### config.mk
export PLATFORM = sky130hd
export DESIGN_NAME = gregorian_date_difference_core
export DESIGN_NICKNAME = d
export VERILOG_FILES = /design/src/rtl/gdd_pkg.sv /design/src/rtl/gdd_div100.sv /design/src/rtl/gregorian_date_difference_core.sv
export SDC_FILE = /design/constraint.sdc
export NUM_CORES = 1
export LEC_CHECK = 0
export BUFFER_PORTS_ARGS = -buffer_cell sky130_fd_sc_hd__buf_4
export CORE_ASPECT_RATIO = 0.9
export CORE_UTILIZATION = 40
export CTS_CLUSTER_SIZE = 40
export DETAILED_ROUTE_END_ITERATION = 8
export PLACE_DENSITY_LB_ADDON = 0.12
export SLEW_MARGIN = 40
export SYNTH_ARGS = -nofsm -noshare
export SYNTH_HDL_FRONTEND = slang
export SYNTH_SLANG_ARGS = --single-unit
### constraint.sdc
create_clock -name clk -period 6.3 [get_ports clk]
set_input_delay 1.26 -clock clk [delete_from_list [all_inputs] [get_ports clk]]
set_output_delay 1.26 -clock clk [all_outputs]
set_load 0.02 [all_outputs]
### src/rtl/gdd_pkg.sv
// Shared widths, constants and calendar tables for the date difference core.
package gdd_pkg;

  localparam int DAY_W       = 5;
  localparam int MON_W       = 4;
  localparam int YEAR_W      = 14;
  localparam int COUNT_W     = 23;
  localparam int ORD_W       = 24;
  localparam int REM_W       = 7;
  localparam int OFS_W       = 9;
  localparam int PROD_W      = 27;
  localparam int RECIP_SHIFT = 19;

  // 5243 / 2^19 is just above 1/100; exact floor for every 14-bit year.
  localparam logic [YEAR_W-1:0] RECIP_100 = 14'd5243;
  localparam logic [YEAR_W-1:0] CENTURY   = 14'd100;

  localparam logic [ORD_W-1:0] COUNT_MAX_MAG = 24'd4194303;
  localparam logic [ORD_W-1:0] COUNT_MIN_MAG = 24'd4194304;
  localparam logic [COUNT_W-1:0] COUNT_MAX = 23'h3FFFFF;
  localparam logic [COUNT_W-1:0] COUNT_MIN = 23'h400000;

  typedef logic [ORD_W-1:0] ord_t;

  // Days in a month of a common year; codes outside 1..12 give 0.
  function automatic logic [DAY_W-1:0] month_days(input logic [MON_W-1:0] m);
    logic [DAY_W-1:0] len;
    case (m)
      4'd1, 4'd3, 4'd5, 4'd7, 4'd8, 4'd10, 4'd12: len = 5'd31;
      4'd4, 4'd6, 4'd9, 4'd11:                    len = 5'd30;
      4'd2:                                        len = 5'd28;
      default:                                     len = 5'd0;
    endcase
    return len;
  endfunction

  // Days before the month in a March-based year (Jan/Feb belong to the prior year).
  function automatic logic [OFS_W-1:0] month_offset(input logic [MON_W-1:0] m);
    logic [OFS_W-1:0] ofs;
    case (m)
      4'd3:    ofs = 9'd0;
      4'd4:    ofs = 9'd31;
      4'd5:    ofs = 9'd61;
      4'd6:    ofs = 9'd92;
      4'd7:    ofs = 9'd122;
      4'd8:    ofs = 9'd153;
      4'd9:    ofs = 9'd184;
      4'd10:   ofs = 9'd214;
      4'd11:   ofs = 9'd245;
      4'd12:   ofs = 9'd275;
      4'd1:    ofs = 9'd306;
      4'd2:    ofs = 9'd337;
      default: ofs = 9'd0;
    endcase
    return ofs;
  endfunction

endpackage

### src/rtl/gdd_div100.sv
// Year divided by 100 through a reciprocal multiply.
module gdd_div100 (
  input  logic                          clk,
  input  logic                          rst,
  input  logic                          start,
  input  logic [gdd_pkg::YEAR_W-1:0]    dividend,
  output logic                          done,
  output logic [gdd_pkg::YEAR_W-1:0]    quotient,
  output logic [gdd_pkg::REM_W-1:0]     remainder
);
  import gdd_pkg::*;

  logic [YEAR_W-1:0] dvd;
  logic [PROD_W-1:0] prod;
  logic              mul_done;
  logic [YEAR_W-1:0] q_est;
  logic [YEAR_W-1:0] r_full;
  logic [YEAR_W-1:0] quo;
  logic [REM_W-1:0]  rem;

  assign q_est  = YEAR_W'(prod[PROD_W-1:RECIP_SHIFT]);
  assign r_full = dvd - YEAR_W'(q_est * CENTURY);

  always_ff @(posedge clk) begin
    if (rst) begin
      mul_done <= 1'b0;
      done     <= 1'b0;
    end else begin
      mul_done <= start;
      done     <= mul_done;
    end
  end

  // First the product is registered, then the quotient and remainder.
  always_ff @(posedge clk) begin
    if (start) begin
      dvd  <= dividend;
      prod <= PROD_W'(dividend) * PROD_W'(RECIP_100);
    end
    if (mul_done) begin
      quo <= q_est;
      rem <= r_full[REM_W-1:0];
    end
  end

  assign quotient  = quo;
  assign remainder = rem;

endmodule

### src/rtl/gregorian_date_difference_core.sv
// Top level: signed day count between two Gregorian dates.
// One item at a time: a new input is taken only in S_IDLE, and a result stalled
// at the output holds the sequencer in S_FIN. Each date passes a reciprocal
// divide by 100 (S_DIV) and ordinal arithmetic (S_ORD1, S_ORD2); then come the
// difference (S_DIFF) and the output register (S_FIN).
// Synchronous reset idles the sequencer and drops any pending result.
module gregorian_date_difference_core #(
  parameter int YEAR_MAX = 9999
) (
  input  logic                           clk,
  input  logic                           rst,
  input  logic                           in_valid,
  output logic                           in_stall,
  input  logic [gdd_pkg::DAY_W-1:0]      start_day,
  input  logic [gdd_pkg::MON_W-1:0]      start_month,
  input  logic [gdd_pkg::YEAR_W-1:0]     start_year,
  input  logic [gdd_pkg::DAY_W-1:0]      end_day,
  input  logic [gdd_pkg::MON_W-1:0]      end_month,
  input  logic [gdd_pkg::YEAR_W-1:0]     end_year,
  input  logic                           include_end,
  output logic                           out_valid,
  input  logic                           out_stall,
  output logic signed [gdd_pkg::COUNT_W-1:0] day_count,
  output logic                           bad_date
);
  import gdd_pkg::*;

  localparam logic [2:0] S_IDLE = 3'd0;
  localparam logic [2:0] S_DIV  = 3'd1;
  localparam logic [2:0] S_ORD1 = 3'd2;
  localparam logic [2:0] S_ORD2 = 3'd3;
  localparam logic [2:0] S_DIFF = 3'd4;
  localparam logic [2:0] S_FIN  = 3'd5;

  localparam logic [YEAR_W+1:0] YEAR_LIMIT = (YEAR_W+2)'(YEAR_MAX);

  logic [2:0] state;
  logic       sel;      // 0: start date, 1: end date

  logic [DAY_W-1:0]  sd, ed;
  logic [MON_W-1:0]  sm, em;
  logic [YEAR_W-1:0] sy, ey;
  logic              inc;

  logic [DAY_W-1:0]  cur_d;
  logic [MON_W-1:0]  cur_m;
  logic [YEAR_W-1:0] cur_y;

  logic              div_start;
  logic [YEAR_W-1:0] div_dvd;
  logic              div_done;
  logic [YEAR_W-1:0] div_q;
  logic [REM_W-1:0]  div_r;

  logic [YEAR_W-1:0] yy, qq;
  ord_t              prod;
  logic              ok_cur, ok_s;
  ord_t              ord_s, ord_e;
  ord_t              ord_sum;
  logic              neg;
  ord_t              mag;
  logic signed [ORD_W:0] diff;

  logic              early, leap, month_ok, year_ok, day_ok;
  logic [DAY_W-1:0]  len;
  ord_t              mag_inc;
  logic [COUNT_W-1:0] res;
  logic              accept;

  assign accept   = in_valid && !in_stall;
  assign in_stall = (state != S_IDLE);

  assign cur_d = sel ? ed : sd;
  assign cur_m = sel ? em : sm;
  assign cur_y = sel ? ey : sy;

  assign div_start = accept || (state == S_ORD2 && !sel);
  assign div_dvd   = (state == S_IDLE) ? start_year : ey;

  gdd_div100 u_div (
    .clk       (clk),
    .rst       (rst),
    .start     (div_start),
    .dividend  (div_dvd),
    .done      (div_done),
    .quotient  (div_q),
    .remainder (div_r)
  );

  // Date checks from y = 100*q + r; y%4 equals r%4.
  always_comb begin
    early    = (cur_m == 4'd1) || (cur_m == 4'd2);
    leap     = ((div_r[1:0] == 2'd0) && (div_r != '0)) ||
               ((div_r == '0) && (div_q[1:0] == 2'd0));
    len      = (cur_m == 4'd2 && leap) ? 5'd29 : month_days(cur_m);
    month_ok = (cur_m >= 4'd1) && (cur_m <= 4'd12);
    year_ok  = (cur_y != '0) && ({2'b00, cur_y} <= YEAR_LIMIT);
    day_ok   = (cur_d != '0) && (cur_d <= len);
  end

  assign ord_sum = prod + ORD_W'(yy >> 2) - ORD_W'(qq) + ORD_W'(qq >> 2)
                 + ORD_W'(month_offset(cur_m)) + ORD_W'(cur_d);

  assign diff    = $signed({1'b0, ord_e}) - $signed({1'b0, ord_s});
  assign mag_inc = mag + ORD_W'(inc);

  always_comb begin
    if (!neg && mag_inc > COUNT_MAX_MAG) begin
      res = COUNT_MAX;
    end else if (neg && mag_inc > COUNT_MIN_MAG) begin
      res = COUNT_MIN;
    end else if (neg) begin
      res = COUNT_W'(~mag_inc + 1'b1);
    end else begin
      res = mag_inc[COUNT_W-1:0];
    end
  end

  always_ff @(posedge clk) begin
    if (rst) begin
      state     <= S_IDLE;
      sel       <= 1'b0;
      out_valid <= 1'b0;
    end else begin
      if (state == S_FIN && (!out_valid || !out_stall)) begin
        out_valid <= 1'b1;
      end else if (out_valid && !out_stall) begin
        out_valid <= 1'b0;
      end
      case (state)
        S_IDLE: begin
          if (accept) begin
            sel   <= 1'b0;
            state <= S_DIV;
          end
        end
        S_DIV: begin
          if (div_done) begin
            state <= S_ORD1;
          end
        end
        S_ORD1: begin
          state <= S_ORD2;
        end
        S_ORD2: begin
          if (!sel) begin
            sel   <= 1'b1;
            state <= S_DIV;
          end else begin
            state <= S_DIFF;
          end
        end
        S_DIFF: begin
          state <= S_FIN;
        end
        S_FIN: begin
          if (!out_valid || !out_stall) begin
            state <= S_IDLE;
          end
        end
        default: begin
          state <= S_IDLE;
        end
      endcase
    end
  end

  always_ff @(posedge clk) begin
    if (accept) begin
      sd  <= start_day;
      sm  <= start_month;
      sy  <= start_year;
      ed  <= end_day;
      em  <= end_month;
      ey  <= end_year;
      inc <= include_end;
    end
    if (state == S_ORD1) begin
      // Jan/Feb count as months 13/14 of the prior year.
      yy     <= early ? cur_y - 1'b1 : cur_y;
      qq     <= (early && div_r == '0) ? div_q - 1'b1 : div_q;
      prod   <= ORD_W'(early ? cur_y - 1'b1 : cur_y) * ORD_W'(365);
      ok_cur <= month_ok && year_ok && day_ok;
    end
    if (state == S_ORD2) begin
      if (!sel) begin
        ord_s <= ord_sum;
        ok_s  <= ok_cur;
      end else begin
        ord_e <= ord_sum;
      end
    end
    if (state == S_DIFF) begin
      neg <= diff[ORD_W];
      mag <= diff[ORD_W] ? ORD_W'(-diff) : diff[ORD_W-1:0];
    end
    if (state == S_FIN && (!out_valid || !out_stall)) begin
      if (ok_s && ok_cur) begin
        day_count <= $signed(res);
        bad_date  <= 1'b0;
      end else begin
        day_count <= '0;
        bad_date  <= 1'b1;
      end
    end
  end

endmodule

* After elaboration in Yosys (flattened, before gate mapping)
Memories as Yosys holds them, arrays and structs flattened.
Index checks and enable logic that the tools add are counted.
** Word-level totals
- Logic and storage cells :: 128
- Memories kept :: 2
- Memory bits (read-only) :: 224
- Bits in registers :: 249
** Cells by class
- $add $sub $neg :: 13
- Muxes and demuxes :: 22
- Order comparisons :: 6
- Bitwise operators :: 3
- Reduce and logical (&&, ||, !) cells :: 40
- Equal/unequal tests :: 10
- Multiply operators :: 3
** Memories
- (name not given) :: depth 16, width 9, read ports 1, clocked after Yosys merged registers in 0, write ports 0, line gdd_pkg.sv:40 : case (m)
- (name not given) :: depth 16, width 5, read ports 1, clocked after Yosys merged registers in 0, write ports 0, line gdd_pkg.sv:28 : case (m)
** Operator list (number)
- $add 24x12->24 :: 2
- $mux 24 :: 2
- $mux 23 :: 2
- $mux 14 :: 3
- $mul 14x13->27 const B :: 1
- $sub 24x24->25 :: 1
- $add 24x1->24 :: 1
- $add 24x5->24 :: 1
- $add 24x9->24 :: 1
- $gt 24x22->1 const B :: 1
- $gt 24x23->1 const B :: 1
- $mul 24x9->24 const B :: 1
- $neg 24->24 :: 1
- $sub 24x14->24 :: 1
- $add 23x1->23 const B :: 1
- $not 23->23 :: 1
- $mux 22 :: 1
- $pmux 3 s6 :: 1
- $logic_and 1x1->1 :: 16
- $sub 14x1->15 const B :: 1
- $le 14x14->1 const B :: 1
- $reduce_bool 14->1 :: 1
- $sub 14x1->14 const B :: 1
- $mux 3 :: 4
- 31 further kinds :: 50

* Depth between registers and ports, before layout
Gate-level depths: netlist of run 1.
- Word-level depth :: 8
- Depth in mapped cells :: 31
- Mapped depth without buffers :: 28

* Modules after synthesis
From an unflattened synthesis of run 1, not the netlist that was laid out.
** Unflattened totals
- Cell total of the unflattened synthesis :: 2019
- Area, all modules :: 20997.6 µm²
** Modules (own cells, without submodules)
- gregorian_date_difference_core :: area each 16389.5 µm², cells each 1610, times used 1
- gdd_div100 :: area each 4608.2 µm², cells each 409, times used 1

* Least setup slack after synthesis of run 1
Ideal clock, no wire load.
- Path kind :: register to register
- Start point :: register sel
- End point :: register prod[23] (data pin)
- Library setup time :: 260 ps
- Path slack :: -596 ps
- Data required time :: 6040 ps
- Period minus slack after synthesis :: 6896 ps
- Cell stages (with the launch flop) :: 27
- Arrival time :: 6637 ps
- Cells stage by stage :: dfxtp_1 -> buf_2 -> buf_1 -> buf_1 -> mux2i_1 -> ha_1 -> o21a_1 -> nand4_1 -> nor3_1 -> o22ai_1 -> ha_1 -> inv_1 -> fa_1 -> fa_1 -> fa_1 -> inv_1 -> ha_1 -> nor2b_1 -> o21ai_0 -> a21boi_0 -> o21ai_0 -> a21boi_0 -> a41oi_1 -> nand2_1 -> a311oi_1 -> o21ba_2 -> xnor2_1
** Between the ends
- Word-level cells in the longest chain between the ends :: 5
- Elaborated cells between the ends (all ways) :: 8
- Classes of those cells :: 1 x add/sub; 1 x mul; 2 x eq/ne; 3 x mux; 1 x reduce/logical
** RTL lines
- start, declared :: line gregorian_date_difference_core.sv:38 : logic sel;
- start signal, assigned :: line gregorian_date_difference_core.sv:122 : sel <= 1'b0;
- start signal, assigned :: line gregorian_date_difference_core.sv:133 : sel <= 1'b0;
- start signal, assigned :: line gregorian_date_difference_core.sv:147 : sel <= 1'b1;
- branches (longest 3 deep; another with $sub 14x1->15)
- $mux 24 (*) :: line gregorian_date_difference_core.sv:182 : prod <= ORD_W'(early ? cur_y - 1'b1 : cur_y) * ORD_W'(365);
- $mul 24x9->24 (*) :: line gregorian_date_difference_core.sv:182
- end signal, assigned :: line gregorian_date_difference_core.sv:182
- end, declared :: line gregorian_date_difference_core.sv:56 : ord_t prod;
Mark *: on every way between the ends.
A chain may end at the register's enable or synchronous reset.

* Worst setup path in the final report of run 1
- Start point :: register state[2]
- End point :: register u_div.prod[26] (data pin)
** Between the ends
- Word-level cells in the longest chain between the ends :: 3
** RTL lines
- start, declared :: line gregorian_date_difference_core.sv:37 : logic [2:0] state;
- start signal, assigned :: line gregorian_date_difference_core.sv:121 : state <= S_IDLE;
- start signal, assigned :: line gregorian_date_difference_core.sv:134 : state <= S_DIV;
- start signal, assigned :: line gregorian_date_difference_core.sv:139 : state <= S_ORD1;
- $logic_not 3->1 :: line gregorian_date_difference_core.sv:78 : assign div_dvd = (state == S_IDLE) ? start_year : ey;
- $mux 14 :: line gregorian_date_difference_core.sv:78
- named net div_dvd[2] :: line gregorian_date_difference_core.sv:50 : logic [YEAR_W-1:0] div_dvd;
- $mul 14x13->27 :: line gdd_div100.sv:38 : prod <= PROD_W'(dividend) * PROD_W'(RECIP_100);
- end signal, assigned :: line gdd_div100.sv:38
- end, declared :: line gdd_div100.sv:14 : logic [PROD_W-1:0] prod;
The timed path passes the listed nets, and every way through them passes these cells.

==> run_results.csv, run 1 <==
group,metric,value,unit
placement,place_area,22460,µm²
clock_tree,clock_sink_count,228,
worst_setup_path,slowest_delay,0.55,ns
run_status,status,"finished clean",
sta,final_max_slew_viol_count,0,
sta,tightest_slew,0.8246,ns
worst_setup_path,reg2reg_depth,23,
clock_tree,cts_tree,"done",
finish,nets,2568,
grt,grt_pass1_vias,13730,
yosys,netlist_top_cells_area,"edfxtp_1 33%, ha_1 16%, fa_1 14%, inv_1 6.6%, xnor2_1 4.6%",
worst_setup_path,critPathBufInv,5,
floorplanning,pin_count,77,
worst_setup_path,arrival,6.40,ns
yosys,synth_area_leader_cell,"edfxtp_1",
clock_tree,worstSkewPairLatency,0.57,ns
finish,finalNonFillerCells,2805,
pwr,power.total,7.856,mW
grt,grt_pass1_wl,68750,µm
grt,antenna_found_initial,0,
floorplanning,fp-row-count,77,
clock_tree,ctsHoldBuffers,0,
worst_hold_path,hp-class,"reg2reg",
pwr,leakagePower,10.73,nW
yosys,synth_area,20180,µm²
route,drcViolationCount,0,
grt,grt_overflow,0,
yosys,synth_nets,2368,
route,vias,13440,
worst_setup_path,crit_path_end_kind,"flip-flop",
finish,final_util,48.06,%
placement,place_inst,2747,
sta,timing.final.crit_share,96.76,%
yosys,synth_flop_cell,"edfxtp_1",
clock_tree,clockRootBuffer,"clkbuf_16",
sta,rsz0062_at_grt,"true",
pwr,vdd_drop_max,238.8,µV
sta,slew_headroom,44.82,%
floorplanning,die_x,238.8,µm
yosys,ys_seq_elements,228,
route,antenna_left,0,
sta,hold_viol,0,
yosys,synthCells,1913,
yosys,synthArstFlopShare,0,%
floorplanning,die_height,215.1,µm
grt,grt_max_degree,49,
finish,area_growth,17.71,%
sta,fmax,164.1,MHz
worst_hold_path,min_from,"u_div.prod[0]",
worst_setup_path,critPathLaunch,"state[2]",
sta,final-setup-viol-count,0,
finish,drive_gt1_share,15.75,%
yosys,yosysSeqAreaShare,33.58,%
floorplanning,die_area,51350,µm²
placement,port_buffers,76,
placement,dp.final_hpwl,34820,µm
placement,gp_congestion,0.8221,
yosys,synth_edf_count,221,
worst_hold_path,hold_depth,0,
yosys,synth_cell_types,78,
grt,track_usage,16.57,%
worst_setup_path,critPathLaunchType,"flip-flop",
yosys,ys_warn_count,0,
clock_tree,cts_buffers,27,
clock_tree,clockBufferDepth,3,
yosys,synth.top_cell.area_share,32.89,%
floorplanning,core_area,49420,µm²
route,firstDrtPassIters,5,
sta,fin_crit,6.096,ns
floorplanning,start_util,40.83,%
worst_setup_path,slowest_stage,"fa_1",
clock_tree,htreeDepth,1,
worst_setup_path,timing.rr.start,"state[2]",
route,drt-total-wl,42100,µm
yosys,avgSynthCellArea,10.55,µm²
sta,final.setup_skew,0.02224,ns
worst_setup_path,r2r-end,"u_div.prod[26]",
route,dr.first_iter.drc_count,543,
pwr,powerDensity,330.7,nW/µm²
worst_hold_path,min_to,"u_div.remainder[0]",
worst_setup_path,ff2ff_setup_slack,0.20,ns
sta,hold_slack,0.4165,ns
worst_setup_path,cp_max_fo,6,
route,via_per_inst,4.793,
worst_setup_path,crit_chain,"nor3_4 -> buf_6 -> clkbuf_16 -> clkinvlp_4 -> mux2_4 -> ha_1 -> ha_1 -> inv_1 -> fa_1 -> fa_1 -> inv_1 -> fa_1 -> ha_4 -> a21o_1 -> a21o_1 -> a21o_1 -> a21o_1 -> a21o_1 -> a2111o_1 -> a31oi_4 -> o21ai_4 -> nor4_2 -> nor3_1",
worst_setup_path,crit_required,6.61,ns
route,post_drt_wl_per_cell,15.01,µm
worst_setup_path,criticalPathCategory,"reg2reg",
flow_run,maxCapViolCount,0,
worst_setup_path,crit_top_cell,"a21o_1",
worst_setup_path,cp_top_family,"adder cells",
finish,final_area,23750,µm²
finish,n_antenna_cell,0,
clock_tree,cts.clk_slew.worst_paths,0.06,ns
-- layer usage --
layer	track usage [%]	routed length, µm
met5	0	0
met4	3.953	923
met3	1.850	1210
met2	27.97	19800
met1	22.68	20170
-- cell families (layout without fill, tap and decap cells) --
| group | after synthesis | after routing | synth area share, % |
|---|---|---|---|
| fa+ha+maj | 404 | 404 | 30.33 |
| buf+inv | 388 | 609 | 7.310 |
| simple gates | 378 | 378 | 9.462 |
| compound gates | 302 | 302 | 9.704 |
| flops | 228 | 228 | 33.58 |
| xor+xnor | 167 | 167 | 7.248 |
| mux | 46 | 46 | 2.362 |
-- report_power, final --
part | leakage (nW) | total (mW) | switching [mW] | internal (mW)
Clock | 0.491 | 1.72 | 0.644 | 1.08
Sequential | 2.08 | 1.98 | 0.0456 | 1.93
Combinational | 8.15 | 4.16 | 2.18 | 1.98
-- Yosys cell counts, types with 32 or more instances --
cell type and count:
mux2i_1 33, o21ai_0 59, nor2_1 90, nor3_1 35, fa_1 142, a21o_1 33, inv_1 355, a21oi_1 93
xor2_1 62, nand2_1 92, edfxtp_1 221, ha_1 262, xnor2_1 105, nand3_1 32
-- sequential cells by signal (all words and copies together) (netlist names), 8 cells and up --
signal          flops
mag                24
u_div.prod          9
day_count          23
ey                 14
yy                 14
prod               22
u_div.quotient      8
sy                 14
qq                  9
ord_e              24
ord_s              24
-- cells in the final DEF, fill, tap and decap left out, types with 16 or more instances in the layout --
| cell type | n |
|---|---|
| xor2_1 | 59 |
| nor2b_1 | 16 |
| nor3_1 | 33 |
| o21ai_0 | 55 |
| clkbuf_16 | 28 |
| xnor2_1 | 103 |
| edfxtp_1 | 221 |
| nand2b_1 | 16 |
| fa_1 | 142 |
| inv_1 | 350 |
| nor2_1 | 88 |
| a21oi_1 | 90 |
| buf_4 | 197 |
| nand3_1 | 32 |
| and3_1 | 17 |
| ha_1 | 259 |
| a21o_1 | 33 |
| mux2i_1 | 23 |
| nand2_1 | 92 |
-- layout make-up --
class	instances	area [µm²]
multi-input cells	1297	12220
inverters	355	1339
well taps	671	839.6
clock buffers	37	783.3
fillers	4534	25670
flip-flops and latches	228	6780
repair buffers	204	1589
clock inverters	13	207.7
-- timing repair --
item,4_1_cts,5_1_grt
setup endpoints to repair,6,16
endpoints found under the hold margin,0,0
cloned,0,1
pin swaps,0,6
resized for setup,2,41
setup buffers,1,6
-- worst max path at each step --
| stage | depth (start not counted) | slack, ns | endpoint |
|---|---|---|---|
| finish | 23 | 0.20 | u_div.prod[26] |
| global route | 26 | -0.03 | u_div.prod[26] |
| CTS | 24 | 0.002 | prod[23] |
| detailed placement | 23 | -0.33 | u_div.prod[25] |
| global placement | 23 | -0.30 | u_div.prod[25] |
| floorplan | 27 | -0.01 | prod[23] |
-- metrics by stage --
stage / setup slack [ns] / TNS [ns]
floorplan: -0.01201 / -0.01201
global placement: -0.3042 / -1.529
detailed placement: -0.3341 / -1.917
CTS: 0.002297 / 0
global route: -0.03404 / -0.08032
finish: 0.2044 / 0
(Power assumes the default switching activity.)
==> run 2: changes to the inputs <==
Settings changed: CTS_BUF_LIST from default to sky130_fd_sc_hd__clkbuf_2 sky130_fd_sc_hd__clkbuf_4 sky130_fd_sc_hd__clkbuf_8.
==> run 2 against run 1 <==
Die area unchanged. Register-to-register slack better by 0.04 ns. Global-route usage is 0.26 points higher. Clock power fell by 12%. Total power down 3.3%.
==> run_results.csv, run 2 (synthesis results as in run 1) <==
group,metric,value,unit
worst_setup_path,slowest_stage,"fa_1",
placement,gp_congestion,0.8221,
pwr,powerDensity,321.9,nW/µm²
floorplanning,die_x,238.8,µm
grt,antenna_found_initial,0,
placement,port_buffers,76,
flow_run,maxCapViolCount,0,
finish,n_antenna_cell,0,
route,antenna_left,0,
clock_tree,clock_sink_count,228,
grt,track_usage,16.83,%
pwr,vdd_drop_max,215.5,µV
route,drcViolationCount,0,
worst_setup_path,critPathLaunchType,"flip-flop",
route,vias,13490,
worst_setup_path,crit_required,6.66,ns
worst_setup_path,slowest_delay,0.55,ns
clock_tree,htreeDepth,2,
finish,nets,2585,
placement,dp.final_hpwl,34820,µm
finish,reg_top3,"mag x24, ord_e x24, ord_s x24",
grt,grt_max_degree,49,
worst_setup_path,critPathBufInv,5,
finish,final_area,23610,µm²
worst_setup_path,criticalPathCategory,"reg2reg",
placement,pre_cts_slack,-0.3341,ns
grt,grt_pass1_vias,13810,
finish,nFillCells,4590,
floorplanning,fp-row-count,77,
grt,grt_overflow,0,
route,firstDrtPassIters,6,
sta,final-setup-viol-count,0,
finish,mostFrequentLayoutCells,"350 x inv_1, 260 x ha_1, 221 x edfxtp_1, 200 x buf_4, 142 x fa_1",
placement,place_inst,2747,
finish,area_growth,17.01,%
worst_hold_path,hp-class,"reg2reg",
floorplanning,die_area,51350,µm²
clock_tree,cts.clk_slew.worst_paths,0.07,ns
sta,slew_headroom,45.23,%
worst_setup_path,ff2ff_setup_slack,0.24,ns
run_status,status,"finished clean",
finish,drive_gt1_share,16.47,%
sta,rsz0062_at_grt,"true",
sta,fmax,165.0,MHz
pwr,power.total,7.600,mW
worst_setup_path,crit_top_cell,"a21o_1",
worst_setup_path,cp_max_fo,6,
floorplanning,start_util,40.83,%
clock_tree,clockBufferDepth,3,
placement,place_area,22460,µm²
clock_tree,cts_tree,"done",
worst_setup_path,crit_path_end_kind,"flip-flop",
sta,final.setup_skew,0.03667,ns
sta,fin_crit,6.060,ns
floorplanning,die_height,215.1,µm
sta,fin_setup_tns,0,ns
finish,finalNonFillerCells,2833,
worst_setup_path,arrival,6.42,ns
worst_setup_path,cp_top_family,"adder cells",
sta,hold_viol,0,
route,via_per_inst,4.763,
route,post_drt_wl_per_cell,14.95,µm
floorplanning,pin_count,77,
sta,final_max_slew_viol_count,0,
sta,timing.final.crit_share,96.19,%
worst_setup_path,crit_chain,"nor3_4 -> buf_4 -> clkbuf_16 -> clkinvlp_4 -> mux2_2 -> ha_1 -> ha_1 -> inv_1 -> fa_1 -> fa_1 -> inv_1 -> fa_1 -> ha_1 -> a21o_1 -> a21o_1 -> a21o_1 -> a21o_1 -> a21o_1 -> a2111o_1 -> a31oi_4 -> o21ai_4 -> nor4_2 -> nor3_1",
clock_tree,clockRootBuffer,"clkbuf_8",
finish,final_common_cell,"inv_1",
route,drt-total-wl,42350,µm
route,dr.first_iter.drc_count,463,
sta,tightest_slew,0.8185,ns
sta,worst_slack,0.2403,ns
grt,grt_pass1_wl,69150,µm
floorplanning,core_area,49420,µm²
clock_tree,worstSkewPairLatency,0.62,ns
pwr,leakagePower,10.69,nW
clock_tree,cts_buffers,43,
run 2: cell types whose count changed in the layout (fill, tap and decap cells not counted), sizes merged:
| cell | change |
|---|---|
| clkinvlp | +1 |
| bufinv | -3 |
| clkbuf | +24 |
| clkinv | +5 |
| buf | +1 |
run 2: area by class of cell:
class	instances	area, µm²	share of cell area (%)
Clock buffer	61	739.5	3.132
Clock inverter	16	152.6	0.6465
Inverter	355	1336	5.659
Multi-Input combinational cell	1297	12180	51.56
Sequential cell	228	6780	28.71
Tap cell	671	839.6	3.556
Timing Repair Buffer	205	1589	6.730
run 2: routing by layer:
metal | global-route usage [%] | part of all wire [%]
met3 | 2.325 | 3.0
met2 | 28.04 | 47
met5 | 0 | 0
met4 | 5.171 | 2.1
met1 | 22.60 | 48
run 2: power breakdown:
part,internal [mW],switching [mW],leakage (nW)
clock,0.845,0.674,0.460
sequential,1.93,0.0452,2.08
combinational,1.95,2.15,8.15
run 2: worst paths after layout:
path | from | end | depth (start not counted)
worst max-delay path | state[0] | u_div.prod[26] | 23
worst min-delay path | u_div.dvd[1] | u_div.remainder[1] | 0
worst min register to register | u_div.dvd[1] | u_div.remainder[1] | 0
worst max register to register | state[0] | u_div.prod[26] | 23
run 2: metrics by stage:
step	utilization [%]	hold slack, ns
after floorplan	-	0.4003
after global placement	45.39	0.4025
after detailed placement	45.44	0.4045
after CTS	47.29	0.4058
after global routing	47.78	0.4139
final	47.78	0.4063
run 2: worst register-to-register path, stage by stage, from the launching register on:
cell and delay (ns):
dfxtp_1 0.33, nor3_4 0.19, buf_4 0.17, clkbuf_16 0.18
clkinvlp_4 0.19, mux2_2 0.35, ha_1 0.31, ha_1 0.29
inv_1 0.06, fa_1 0.51, fa_1 0.55, inv_1 0.06
fa_1 0.47, ha_1 0.31, a21o_1 0.18, a21o_1 0.17
a21o_1 0.17, a21o_1 0.17, a21o_1 0.20, a2111o_1 0.35
a31oi_4 0.19, o21ai_4 0.11, nor4_2 0.23, nor3_1 0.08
run 2: timing repair:
item / CTS / global route
setup endpoints to repair: 6 / 17
pin swaps: 1 / 7
buffers inserted: 2 / 6
resized for setup: 2 / 32
hold buffers: 0 / 0
cloned: 0 / 1
